**src/rtl/core/hptd_pkg.sv**
```systemverilog
`default_nettype none
// ---------------------------------------------------------------------------
// Hysteresis peak/trough detector package
// Action codes, tracker direction codes, event kinds and the widths of the
// reported index and ordinal.
// ---------------------------------------------------------------------------
package hptd_pkg;

  // Input action codes.
  localparam logic [1:0] ACT_RESTART = 2'd0;
  localparam logic [1:0] ACT_MEASURE = 2'd1;
  localparam logic [1:0] ACT_DETECT  = 2'd2;

  // Event kinds.
  localparam logic EVT_PEAK   = 1'b0;
  localparam logic EVT_TROUGH = 1'b1;

  // Widths of the reported index and ordinal.
  localparam int INDEX_W   = 16;
  localparam int ORDINAL_W = 16;

  // Hysteresis tracker direction.
  typedef enum logic [1:0] {
    DIR_UNDECIDED = 2'd0,
    DIR_RISING    = 2'd1,
    DIR_FALLING   = 2'd2
  } dir_e;

endpackage : hptd_pkg
`default_nettype wire

```
**src/rtl/core/hptd_div5.sv**
```systemverilog
`default_nettype none
// ---------------------------------------------------------------------------
// Divide by five
// Unsigned division by the constant five through multiplication with a
// rounded-up reciprocal. Purely combinational and exact for every dividend.
// ---------------------------------------------------------------------------
module hptd_div5 #(
  parameter int DW = 17
) (
  input  logic [DW-1:0] dividend_i,
  output logic [DW-1:0] quotient_o
);

  // The reciprocal 2^(DW+3) / 5, rounded up, leaves an error below one
  // fifth for any DW-bit dividend, so the floor is exact.
  localparam int Shift  = DW + 3;
  localparam int RecipW = DW + 1;
  localparam int ProdW  = DW + RecipW;
  localparam longint unsigned Recip = ((64'd1 << Shift) + 64'd4) / 64'd5;

  logic [RecipW-1:0] recip;
  logic [ProdW-1:0]  product;

  assign recip   = RecipW'(Recip);
  assign product = {{RecipW{1'b0}}, dividend_i} * {{DW{1'b0}}, recip};

  // The quotient of a DW-bit value by five fits in DW - 2 bits.
  assign quotient_o = {2'b00, product[ProdW-1:Shift]};

endmodule : hptd_div5
`default_nettype wire

```
**src/rtl/core/hysteresis_peak_trough_detector.sv**
```systemverilog
`default_nettype none
// ---------------------------------------------------------------------------
// Hysteresis peak/trough detector
// Measures the range of a sample record, then tracks the record again with
// a hysteresis of floor(2 * range / 5) and reports confirmed extrema.
//
//   Channel  Handshake               Payload
//   -------  ----------------------  -------------------------------------
//   in       in_valid_i / in_stall_o  action_i, sample_i
//   out      out_valid_o / out_stall_i event_kind_o, event_index_o,
//                                     event_ordinal_o
//
// One transaction per cycle, of any action, is taken unless a result stalls.
// The stage register is processed once the result register is free, and
// an event that it yields is loaded into the result register to be taken.
// The threshold for the first detect sample is formed in the same cycle.
// Reset clears all tracker state; a restart action does the same in band.
// A stalled result holds the stage register, which stalls the input.
// ---------------------------------------------------------------------------
module hysteresis_peak_trough_detector #(
  parameter int MAX_SAMPLES = 65536,
  parameter int SAMPLE_BITS = 16
) (
  input  logic                            clk_i,
  input  logic                            rst_ni,
  input  logic                            in_valid_i,
  output logic                            in_stall_o,
  input  logic [1:0]                      action_i,
  input  logic signed [SAMPLE_BITS-1:0]   sample_i,
  output logic                            out_valid_o,
  input  logic                            out_stall_i,
  output logic                            event_kind_o,
  output logic [hptd_pkg::INDEX_W-1:0]    event_index_o,
  output logic [hptd_pkg::ORDINAL_W-1:0]  event_ordinal_o
);

  import hptd_pkg::*;

  localparam int SB = SAMPLE_BITS;
  localparam int CW = SAMPLE_BITS + 2;
  localparam int PW = $clog2(MAX_SAMPLES + 1);
  localparam logic [PW-1:0] MaxPos = PW'(MAX_SAMPLES);

  // Stage register.
  logic                 s_valid_q;
  logic [1:0]           s_action_q;
  logic signed [SB-1:0] s_sample_q;

  // Tracker state.
  logic signed [SB-1:0]  lo_q, lo_d, hi_q, hi_d;
  logic                  seen_q, seen_d;
  logic [SB-1:0]         hyst_q, hyst_d;
  dir_e                  dir_q, dir_d;
  logic signed [SB-1:0]  hv_q, hv_d, lv_q, lv_d;
  logic [INDEX_W-1:0]    hidx_q, hidx_d, lidx_q, lidx_d;
  logic [PW-1:0]         pos_q, pos_d;
  logic [ORDINAL_W-1:0]  peaks_q, peaks_d, troughs_q, troughs_d;

  // Result register.
  logic                  out_valid_q;
  logic                  kind_q;
  logic [INDEX_W-1:0]    index_q;
  logic [ORDINAL_W-1:0]  ord_q;

  // Threshold.
  logic [SB:0] div_dividend, div_quo;
  logic [SB:0] span;

  logic fire, out_free, in_accept;
  logic emit, emit_kind;
  logic [INDEX_W-1:0]   emit_index;
  logic [ORDINAL_W-1:0] emit_ord;

  logic                  first;
  logic [SB-1:0]         e;
  logic signed [SB-1:0]  cur_hv, cur_lv;
  logic [INDEX_W-1:0]    cur_hidx, cur_lidx, p_idx;
  logic signed [CW-1:0]  x_w, e_w, hv_w, lv_w;
  logic                  hv_le_x, hv_ge_xe, x_le_lv, x_ge_lve;

  // Handshake: the stage advances when the result register can take a result.
  assign out_free   = !out_valid_q || !out_stall_i;
  assign fire       = s_valid_q && out_free;
  assign in_stall_o = s_valid_q && !fire;
  assign in_accept  = in_valid_i && !in_stall_o;

  // Stage register.
  always_ff @(posedge clk_i or negedge rst_ni) begin
    if (!rst_ni) begin
      s_valid_q <= 1'b0;
    end else if (in_accept) begin
      s_valid_q <= 1'b1;
    end else if (fire) begin
      s_valid_q <= 1'b0;
    end
  end

  always_ff @(posedge clk_i) begin
    if (in_accept) begin
      s_action_q <= action_i;
      s_sample_q <= sample_i;
    end
  end

  // Twice the measured range, divided by five.
  assign span         = seen_q ? (SB + 1)'({hi_q[SB-1], hi_q} - {lo_q[SB-1], lo_q}) : '0;
  assign div_dividend = {span[SB-1:0], 1'b0};

  hptd_div5 #(
    .DW (SB + 1)
  ) u_div5 (
    .dividend_i (div_dividend),
    .quotient_o (div_quo)
  );

  // Working candidates: the first detect sample seeds both of them.
  assign first    = (pos_q == '0);
  assign e        = first ? div_quo[SB-1:0] : hyst_q;
  assign cur_hv   = first ? s_sample_q : hv_q;
  assign cur_lv   = first ? s_sample_q : lv_q;
  assign cur_hidx = first ? '0 : hidx_q;
  assign cur_lidx = first ? '0 : lidx_q;
  assign p_idx    = INDEX_W'(pos_q);

  // Comparisons at two bits over the sample width.
  assign x_w      = CW'(s_sample_q);
  assign e_w      = signed'({2'b00, e});
  assign hv_w     = CW'(cur_hv);
  assign lv_w     = CW'(cur_lv);
  assign hv_le_x  = (hv_w <= x_w);
  assign hv_ge_xe = (hv_w >= x_w + e_w);
  assign x_le_lv  = (x_w <= lv_w);
  assign x_ge_lve = (x_w >= lv_w + e_w);

  // Tracker update for the transaction in the stage register.
  always_comb begin
    lo_d       = lo_q;
    hi_d       = hi_q;
    seen_d     = seen_q;
    hyst_d     = hyst_q;
    dir_d      = dir_q;
    hv_d       = hv_q;
    lv_d       = lv_q;
    hidx_d     = hidx_q;
    lidx_d     = lidx_q;
    pos_d      = pos_q;
    peaks_d    = peaks_q;
    troughs_d  = troughs_q;
    emit       = 1'b0;
    emit_kind  = EVT_PEAK;
    emit_index = cur_hidx;
    emit_ord   = peaks_q;
    if (fire) begin
      case (s_action_q)
        ACT_RESTART: begin
          lo_d      = '0;
          hi_d      = '0;
          seen_d    = 1'b0;
          hyst_d    = '0;
          dir_d     = DIR_UNDECIDED;
          hv_d      = '0;
          lv_d      = '0;
          hidx_d    = '0;
          lidx_d    = '0;
          pos_d     = '0;
          peaks_d   = '0;
          troughs_d = '0;
        end
        ACT_MEASURE: begin
          seen_d = 1'b1;
          if (!seen_q || (s_sample_q < lo_q)) begin
            lo_d = s_sample_q;
          end
          if (!seen_q || (s_sample_q > hi_q)) begin
            hi_d = s_sample_q;
          end
        end
        ACT_DETECT: begin
          if (pos_q < MaxPos) begin
            hyst_d = e;
            hv_d   = cur_hv;
            lv_d   = cur_lv;
            hidx_d = cur_hidx;
            lidx_d = cur_lidx;
            pos_d  = pos_q + 1'b1;
            case (dir_q)
              DIR_UNDECIDED: begin
                if (hv_ge_xe) begin
                  dir_d = DIR_FALLING;
                end else if (x_ge_lve) begin
                  dir_d = DIR_RISING;
                end
                if (hv_le_x) begin
                  hv_d   = s_sample_q;
                  hidx_d = p_idx;
                end else if (x_le_lv) begin
                  lv_d   = s_sample_q;
                  lidx_d = p_idx;
                end
              end
              DIR_RISING: begin
                if (hv_le_x) begin
                  hv_d   = s_sample_q;
                  hidx_d = p_idx;
                end else if (hv_ge_xe) begin
                  emit       = 1'b1;
                  emit_kind  = EVT_PEAK;
                  emit_index = cur_hidx;
                  emit_ord   = peaks_q;
                  peaks_d    = peaks_q + 1'b1;
                  lv_d       = s_sample_q;
                  lidx_d     = p_idx;
                  dir_d      = DIR_FALLING;
                end
              end
              DIR_FALLING: begin
                if (x_le_lv) begin
                  lv_d   = s_sample_q;
                  lidx_d = p_idx;
                end else if (x_ge_lve) begin
                  emit       = 1'b1;
                  emit_kind  = EVT_TROUGH;
                  emit_index = cur_lidx;
                  emit_ord   = troughs_q;
                  troughs_d  = troughs_q + 1'b1;
                  hv_d       = s_sample_q;
                  hidx_d     = p_idx;
                  dir_d      = DIR_RISING;
                end
              end
              default: ;
            endcase
          end
        end
        default: ;
      endcase
    end
  end

  always_ff @(posedge clk_i or negedge rst_ni) begin
    if (!rst_ni) begin
      lo_q      <= '0;
      hi_q      <= '0;
      seen_q    <= 1'b0;
      hyst_q    <= '0;
      dir_q     <= DIR_UNDECIDED;
      hv_q      <= '0;
      lv_q      <= '0;
      hidx_q    <= '0;
      lidx_q    <= '0;
      pos_q     <= '0;
      peaks_q   <= '0;
      troughs_q <= '0;
    end else begin
      lo_q      <= lo_d;
      hi_q      <= hi_d;
      seen_q    <= seen_d;
      hyst_q    <= hyst_d;
      dir_q     <= dir_d;
      hv_q      <= hv_d;
      lv_q      <= lv_d;
      hidx_q    <= hidx_d;
      lidx_q    <= lidx_d;
      pos_q     <= pos_d;
      peaks_q   <= peaks_d;
      troughs_q <= troughs_d;
    end
  end

  // Result register.
  always_ff @(posedge clk_i or negedge rst_ni) begin
    if (!rst_ni) begin
      out_valid_q <= 1'b0;
    end else if (fire && emit) begin
      out_valid_q <= 1'b1;
    end else if (!out_stall_i) begin
      out_valid_q <= 1'b0;
    end
  end

  always_ff @(posedge clk_i) begin
    if (fire && emit) begin
      kind_q  <= emit_kind;
      index_q <= emit_index;
      ord_q   <= emit_ord;
    end
  end

  assign out_valid_o     = out_valid_q;
  assign event_kind_o    = kind_q;
  assign event_index_o   = index_q;
  assign event_ordinal_o = ord_q;

  // A stalled result stays valid and unchanged.
  assert property (@(posedge clk_i) disable iff (!rst_ni)
    (out_valid_q && out_stall_i) |=>
      (out_valid_q && $stable(kind_q) && $stable(index_q) && $stable(ord_q)))
    else $error("stalled result changed");

  // The detect position never passes the record limit.
  assert property (@(posedge clk_i) disable iff (!rst_ni)
    pos_q <= MaxPos)
    else $error("detect position beyond record limit");

  // The threshold is at most 0.4 of the range, so its top bit stays clear.
  assert property (@(posedge clk_i) disable iff (!rst_ni)
    !hyst_q[SB-1])
    else $error("hysteresis threshold out of range");

  // Each reported peak advances the peak count by one.
  assert property (@(posedge clk_i) disable iff (!rst_ni)
    (fire && emit && (emit_kind == EVT_PEAK)) |=>
      (peaks_q == $past(peaks_q) + 1'b1) && (ord_q == $past(peaks_q)))
    else $error("peak count did not advance with a reported peak");

endmodule : hysteresis_peak_trough_detector
`default_nettype wire
```
**config.mk**
```make
export PLATFORM = sky130hd
export DESIGN_NAME = hysteresis_peak_trough_detector
export DESIGN_NICKNAME = d
export VERILOG_FILES = /design/src/rtl/core/hptd_pkg.sv /design/src/rtl/core/hptd_div5.sv /design/src/rtl/core/hysteresis_peak_trough_detector.sv
export SDC_FILE = /design/constraint.sdc
export NUM_CORES = 1
export LEC_CHECK = 0
export BUFFER_PORTS_ARGS = -buffer_cell sky130_fd_sc_hd__buf_2
export CAP_MARGIN = 20
export CELL_PAD_IN_SITES_DETAIL_PLACEMENT = 0
export CELL_PAD_IN_SITES_GLOBAL_PLACEMENT = 1
export CORE_AREA = 8 8 208 210
export CTS_CLUSTER_DIAMETER = 40
export DETAILED_ROUTE_END_ITERATION = 8
export DIE_AREA = 0 0 216 218
export PLACE_DENSITY_LB_ADDON = 0.1
export SLEW_MARGIN = 20
export SYNTH_ARGS = -nofsm -noshare
export SYNTH_HDL_FRONTEND = slang
export SYNTH_HIERARCHICAL = 1
export SYNTH_SLANG_ARGS = --single-unit
```
**constraint.sdc**
```tcl
create_clock -name clk_i -period 14.8 [get_ports clk_i]
set_input_delay 0.74 -clock clk_i [delete_from_list [all_inputs] [get_ports clk_i]]
set_output_delay 0.74 -clock clk_i [all_outputs]
set_load 0.005 [all_outputs]
```
* Yosys cells after proc, flatten, opt, wreduce, memory -nomap -nowiden
Cells that the tools add are included.
Operators by class: add/subtract/negate cells 6, multipliers 1, divide/modulo/power cells 0, magnitude comparators 7, equal/unequal tests 18, shifts and indexed selects 0, muxes and demuxes 83, bitwise operators 0, reduce and logical (&&, ||, !) cells 27
Operators by type and width (number):
- $mux W16 | 47
- $pmux W16 S2 | 11
- $pmux W16 S3 | 2
- $add A16 B17 Y18 | 2
- $ge A16 B18 Y1 | 2
- $pmux W17 S2 | 1
- $add A16 B1 Y16 const B | 2
- $le A16 B16 Y1 | 2
- $mul A16 B16 Y32 const B | 1
- $add A17 B1 Y17 const B | 1
- $logic_not A17 Y1 | 1
- $lt A17 B17 Y1 const B | 1
- $mux W17 | 1
- $gt A16 B16 Y1 | 1
- $lt A16 B16 Y1 | 1
- $ne A2 B2 Y1 const B | 8
- $sub A16 B16 Y16 | 1
- $mux W2 | 6
- $reduce_and A6 Y1 | 2
- $mux W1 | 11
- $ne A3 B3 Y1 const B | 3
- $reduce_and A3 Y1 | 3
- $reduce_and A7 Y1 | 1
- $pmux W2 S3 | 1
- 14 further kinds | 30
Storage, ports and cells: bits in registers 217, bits in latches 0, bits in writable memories 0, bits in read-only memories 0, bits of input ports 22, output and inout bits 35, word-level logic and storage cells 161, memories 0

* Longest topological paths before layout
word-level depth 14, mapped depth 55, mapped depth without buffers 53

* Cells and area by module
Netlist, hierarchy kept.
By module, submodules not included:
- hysteresis_peak_trough_detector | instances 1, cells each 1596, area each 15088.2 um^2, sequential area each 5685.5 um^2
- hptd_div5 | instances 1, cells each 532, area each 4962.3 um^2, sequential area each 0.0 um^2

* Least setup slack after synthesis
No wires, ideal clock.
path type register to register, start point register hi_q[0], end point register out_valid_q, in the netlist out_valid_o, setup time 0.121 ns, arrival time 11.740 ns, required time 14.679 ns, path slack 2.939 ns, stages on the path, launching flop included 53, path buffers 2, clock period less this slack 11.861 ns, path through dfrtp_1 -> inv_1 -> ha_1 -> inv_1 -> fa_1 -> a21o_1 -> a21o_1 -> a21oi_1 -> o21ai_0 -> a211oi_1 -> o21bai_1 -> a21oi_1 -> o21ai_0 -> mux2i_1 -> inv_1 -> ha_1 -> inv_1 -> ha_1 -> [... 17 more ...] -> a21oi_1 -> nor2b_1 -> o21a_1 -> o41ai_1 -> o311ai_0 -> a31o_2 -> xnor2_1 -> ha_1 -> a21o_1 -> a2111oi_0 -> o21ai_0 -> a22oi_1 -> or2_1 -> buf_2 -> buf_2 -> nor2_1 -> o211a_1 -> a21o_1
On the way: longest elaborated chain between the ends 14, elaborated cells between the ends (all ways) 19, classes of those cells 3 x add/sub; 1 x mul; 2 x order compare; 1 x eq/ne; 11 x mux; 1 x reduce/logical
RTL lines:
- start, declared | RTL line hysteresis_peak_trough_detector.sv:50 | logic signed [SB-1:0] lo_q, lo_d, hi_q, hi_d;
- start signal, assigned | RTL line hysteresis_peak_trough_detector.sv:256 | hi_q <= hi_d;
- $sub A16 B16 Y16 (*) | RTL line hysteresis_peak_trough_detector.sv:106 | assign span = seen_q ? (SB + 1)'({hi_q[SB-1], hi_q} - {lo_q[SB-1], lo_q}) : '0;
- $mux W16 (*) | RTL line hysteresis_peak_trough_detector.sv:106
- named net span[14] | RTL line hysteresis_peak_trough_detector.sv:67 | logic [SB:0] span;
- $mul A16 B16 Y32 (*) | RTL line hptd_div5.sv:25 | assign product = {{RecipW{1'b0}}, dividend_i} * {{DW{1'b0}}, recip};
- named net div_quo[1] | RTL line hysteresis_peak_trough_detector.sv:66 | logic [SB:0] div_dividend, div_quo;
- $mux W16 (*) | RTL line hysteresis_peak_trough_detector.sv:118 | assign e = first ? div_quo[SB-1:0] : hyst_q;
- $add A16 B17 Y18 (on tied branches) | RTL line hysteresis_peak_trough_detector.sv:133, hysteresis_peak_trough_detector.sv:131
- $ge A16 B18 Y1 (on tied branches) | RTL line hysteresis_peak_trough_detector.sv:133, hysteresis_peak_trough_detector.sv:131
- $mux W1 (on tied branches) | RTL line hysteresis_peak_trough_detector.sv:220, hysteresis_peak_trough_detector.sv:205
- $mux W1 (on tied branches) | RTL line hysteresis_peak_trough_detector.sv:217, hysteresis_peak_trough_detector.sv:202
- $pmux W1 S2 (*) | RTL line hysteresis_peak_trough_detector.sv:186 | case (dir_q)
- $mux W1 (*) | RTL line hysteresis_peak_trough_detector.sv:179 | if (pos_q < MaxPos) begin
- $mux W1 (*) | RTL line hysteresis_peak_trough_detector.sv:154 | case (s_action_q)
- $mux W1 (*) | RTL line hysteresis_peak_trough_detector.sv:153 | if (fire) begin
- $logic_and A1 B1 Y1 (*) | RTL line hysteresis_peak_trough_detector.sv:274 | end else if (fire && emit) begin
- $ne A2 B1 Y1 (no source line) / $mux W1 (equally long branches)
- end signal, assigned | RTL line hysteresis_peak_trough_detector.sv:273 | out_valid_q <= 1'b0;
- end signal, assigned | RTL line hysteresis_peak_trough_detector.sv:275 | out_valid_q <= 1'b1;
- end signal, assigned | RTL line hysteresis_peak_trough_detector.sv:277 | out_valid_q <= 1'b0;
- end, declared | RTL line hysteresis_peak_trough_detector.sv:60 | logic out_valid_q;
The timed path passes the listed nets; every way through them passes the cells marked *. A chain may end at the register's enable or synchronous reset.

* Worst setup path after layout
start point register hi_q[0], end point register lidx_q[0]
On the way: longest elaborated chain between the ends 11
RTL lines:
- $sub A16 B16 Y16 | RTL line hysteresis_peak_trough_detector.sv:106
- $mux W16 | RTL line hysteresis_peak_trough_detector.sv:106
- named net span[14] | RTL line hysteresis_peak_trough_detector.sv:67
- $mul A16 B16 Y32 | RTL line hptd_div5.sv:25
- named net div_quo[4] | RTL line hysteresis_peak_trough_detector.sv:66
- $mux W16 | RTL line hysteresis_peak_trough_detector.sv:118
- $add A16 B17 Y18 | RTL line hysteresis_peak_trough_detector.sv:131 | assign hv_ge_xe = (hv_w >= x_w + e_w);
- $ge A16 B18 Y1 | RTL line hysteresis_peak_trough_detector.sv:131
- $mux W16 | RTL line hysteresis_peak_trough_detector.sv:205 | end else if (hv_ge_xe) begin
- $mux W16 | RTL line hysteresis_peak_trough_detector.sv:202 | if (hv_le_x) begin
- $pmux W16 S3 | RTL line hysteresis_peak_trough_detector.sv:186
- $mux W16 | RTL line hysteresis_peak_trough_detector.sv:179
- $pmux W16 S2 | RTL line hysteresis_peak_trough_detector.sv:154
- end signal, assigned | RTL line hysteresis_peak_trough_detector.sv:263 | lidx_q <= lidx_d;
- end, declared | RTL line hysteresis_peak_trough_detector.sv:55 | logic [INDEX_W-1:0] hidx_q, hidx_d, lidx_q, lidx_d;
The timed path passes the listed nets, and every way through them passes these cells. The select of a mux whose other input is x is not followed.

==> flow_summary.json <==
{
  "status": "finished, final reports clean",
  "clockBufferDepth": 3,
  "rows": 74,
  "utilization_pct": 55.37,
  "synth_area_um2": 20040,
  "maxCapViolations": 0,
  "crit_type": "reg -> reg",
  "rr_endpoint": "lidx_q[0]",
  "nNetsFinal": 2592,
  "vias": 16130,
  "wl_per_cell_um": 20.21,
  "path_max_fanout": 17,
  "dpl.hpwl_um": 42660,
  "worst_pin_slew_ps": 1166,
  "hold_violations": 0,
  "crit_path_start_kind": "flop",
  "critPathCaptureType": "flop",
  "grt_pass1_wl_um": 91090,
  "reg2regPathDepth": 49,
  "rsz0062_at_grt": "no",
  "syn_area_per_cell_um2": 9.423,
  "hp-class": "in -> async",
  "drc_errors": 0,
  "cp.arrival_ps": 13740,
  "ios": 57,
  "ant_nets": 0,
  "core_um2": 40180,
  "fp.dieH_um": 218,
  "cts-root-buf": "clkbuf_16",
  "drt_iter0_drc": 1082,
  "fin_setup_tns_ps": 0,
  "clkTransAtPathRegs_ps": 60,
  "holdBufCountCts": 0,
  "portBuffers": 56,
  "cts_repair_resize_count": 0,
  "cts_max_level": 2,
  "cpPeakStageDelay_ps": 760,
  "grtUsageTotal_pct": 23.96,
  "syn_inst": 2127,
  "max_freq_mhz": 75.64,
  "grt_pass1_vias": 16480,
  "num_antenna_cells": 0,
  "avgViaCountPerCell": 5.864,
  "required_ps": 15320,
  "ff2ff_setup_slack_ps": 1580,
  "initial_core_util_pct": 49.88,
  "die_w_um": 216,
  "post_cts_buffers": 0,
  "relSlewSlack_pct": 22.28,
  "drive_gt1_share_pct": 9.013,
  "cts_tree": "done",
  "timing.rr.start": "hi_q[0]",
  "cts_made_buffers": 39,
  "setup_violations": 0,
  "dieArea_um2": 47090,
  "routed_wl_um": 55610,
  "clock_sinks": 217,
  "crit_path_top_delay_cell": "o21ai_2",
  "overflow": 0,
  "yosys_warnings": 6,
  "post-route-period-util_pct": 89.33,
  "clock_latency_ps": 580,
  "antenna_found_initial": 0,
  "grt_max_degree": 68,
  "gp_congestion": 0.9173,
  "period_minus_slack_ps": 13220,
  "drt_first_pass_iters": 5,
  "skew_ps": 40.13,
  "drv_slew": 0,
  "area_growth_pct": 11.01
}
## how the worst max path moves through the flow
stage | startpoint | to | depth (start not counted)
after floorplan | hi_q[0] | out_valid_o | 52
after global placement | hi_q[0] | event_index_o[1] | 53
after detailed placement | hi_q[0] | lidx_q[0] | 49
after CTS | hi_q[0] | lidx_q[0] | 52
after global routing | hi_q[0] | out_valid_o | 54
final | hi_q[0] | lidx_q[0] | 49
## state kept, by name, indices dropped and copies added, names as in the netlist, 2 cells and up
name,cells
hidx_q,16
s_sample_q,16
event_ordinal_o,16
troughs_q,16
hv_q,16
lv_q,16
peaks_q,16
lidx_q,16
pos_q,17
s_action_q,2
hyst_q,16
hi_q,16
lo_q,16
dir_q,2
event_index_o,16
## cell type report
| type | count | area (µm²) |
|---|---|---|
| Timing Repair Buffer | 87 | 519.2 |
| Sequential cell | 217 | 5685 |
| Clock inverter | 28 | 270.3 |
| Multi-Input combinational cell | 1577 | 13120 |
| Clock buffer | 44 | 994.7 |
| Tap cell | 532 | 665.6 |
| Inverter | 266 | 998.5 |
| Fill cell | 3683 | 17930 |
## through the flow
step           std cells  setup slack, ps  hold WS [ps]  instance area, µm²
2_1_floorplan       2132             2939         444.4               20060
3_3_place_gp        2679             1877         464.5               20980
3_5_place_dp        2679             1630         472.0               20990
4_1_cts             2751             1604         58.89               22250
5_1_grt             2751            663.4         83.11               22250
6_report            2751             1579         70.69               22250
## per-layer routing
metal  wire length, µm  GRT usage, %  up-vias
met3              2944         3.689       96
met5                 0             0        -
met1             26040         33.12     7900
met2             25110         38.43      419
met4              1503         7.372        0
li1                  -             -     7717
## worst max-delay path, delay by kind of cell, from the launching register on
family                   cells  cell delay, ps
AO/OA/AOI/OAI               20            5610
adder cells (fa/ha/maj)     11            4130
flip-flops                   1             400
multiplexers                 2            1050
buffers and inverters        6             310
AND/OR/NAND/NOR              8            1440
XOR/XNOR                     2             230
## placed cells by master, fill, tap and decap left out, types with 6 or more instances in the layout
cell type / instances
fa_1: 90
or4_1: 6
nor3_1: 28
o22ai_1: 13
o221ai_1: 33
conb_1: 7
xnor2_1: 29
o211ai_1: 30
edfxtp_1: 51
nand2b_1: 19
nor4_1: 7
ha_1: 292
o21bai_1: 6
nor2b_1: 15
clkinv_2: 10
buf_2: 55
o21ai_0: 83
dfrtp_1: 166
a32o_1: 12
clkbuf_16: 39
inv_1: 266
mux2_2: 17
nand3_1: 33
and2_1: 25
or3_1: 13
nand4_1: 40
mux2i_1: 52
nand2_1: 187
a211oi_1: 9
a21o_1: 54
a22o_1: 62
a21oi_1: 101
buf_4: 31
and3_1: 12
a22oi_1: 19
o21a_1: 9
xor2_1: 58
nor2_1: 120
o31ai_1: 6
Power is not shown: default switching activity piles up to over one toggle a cycle in this logic, so the estimate is an artifact.
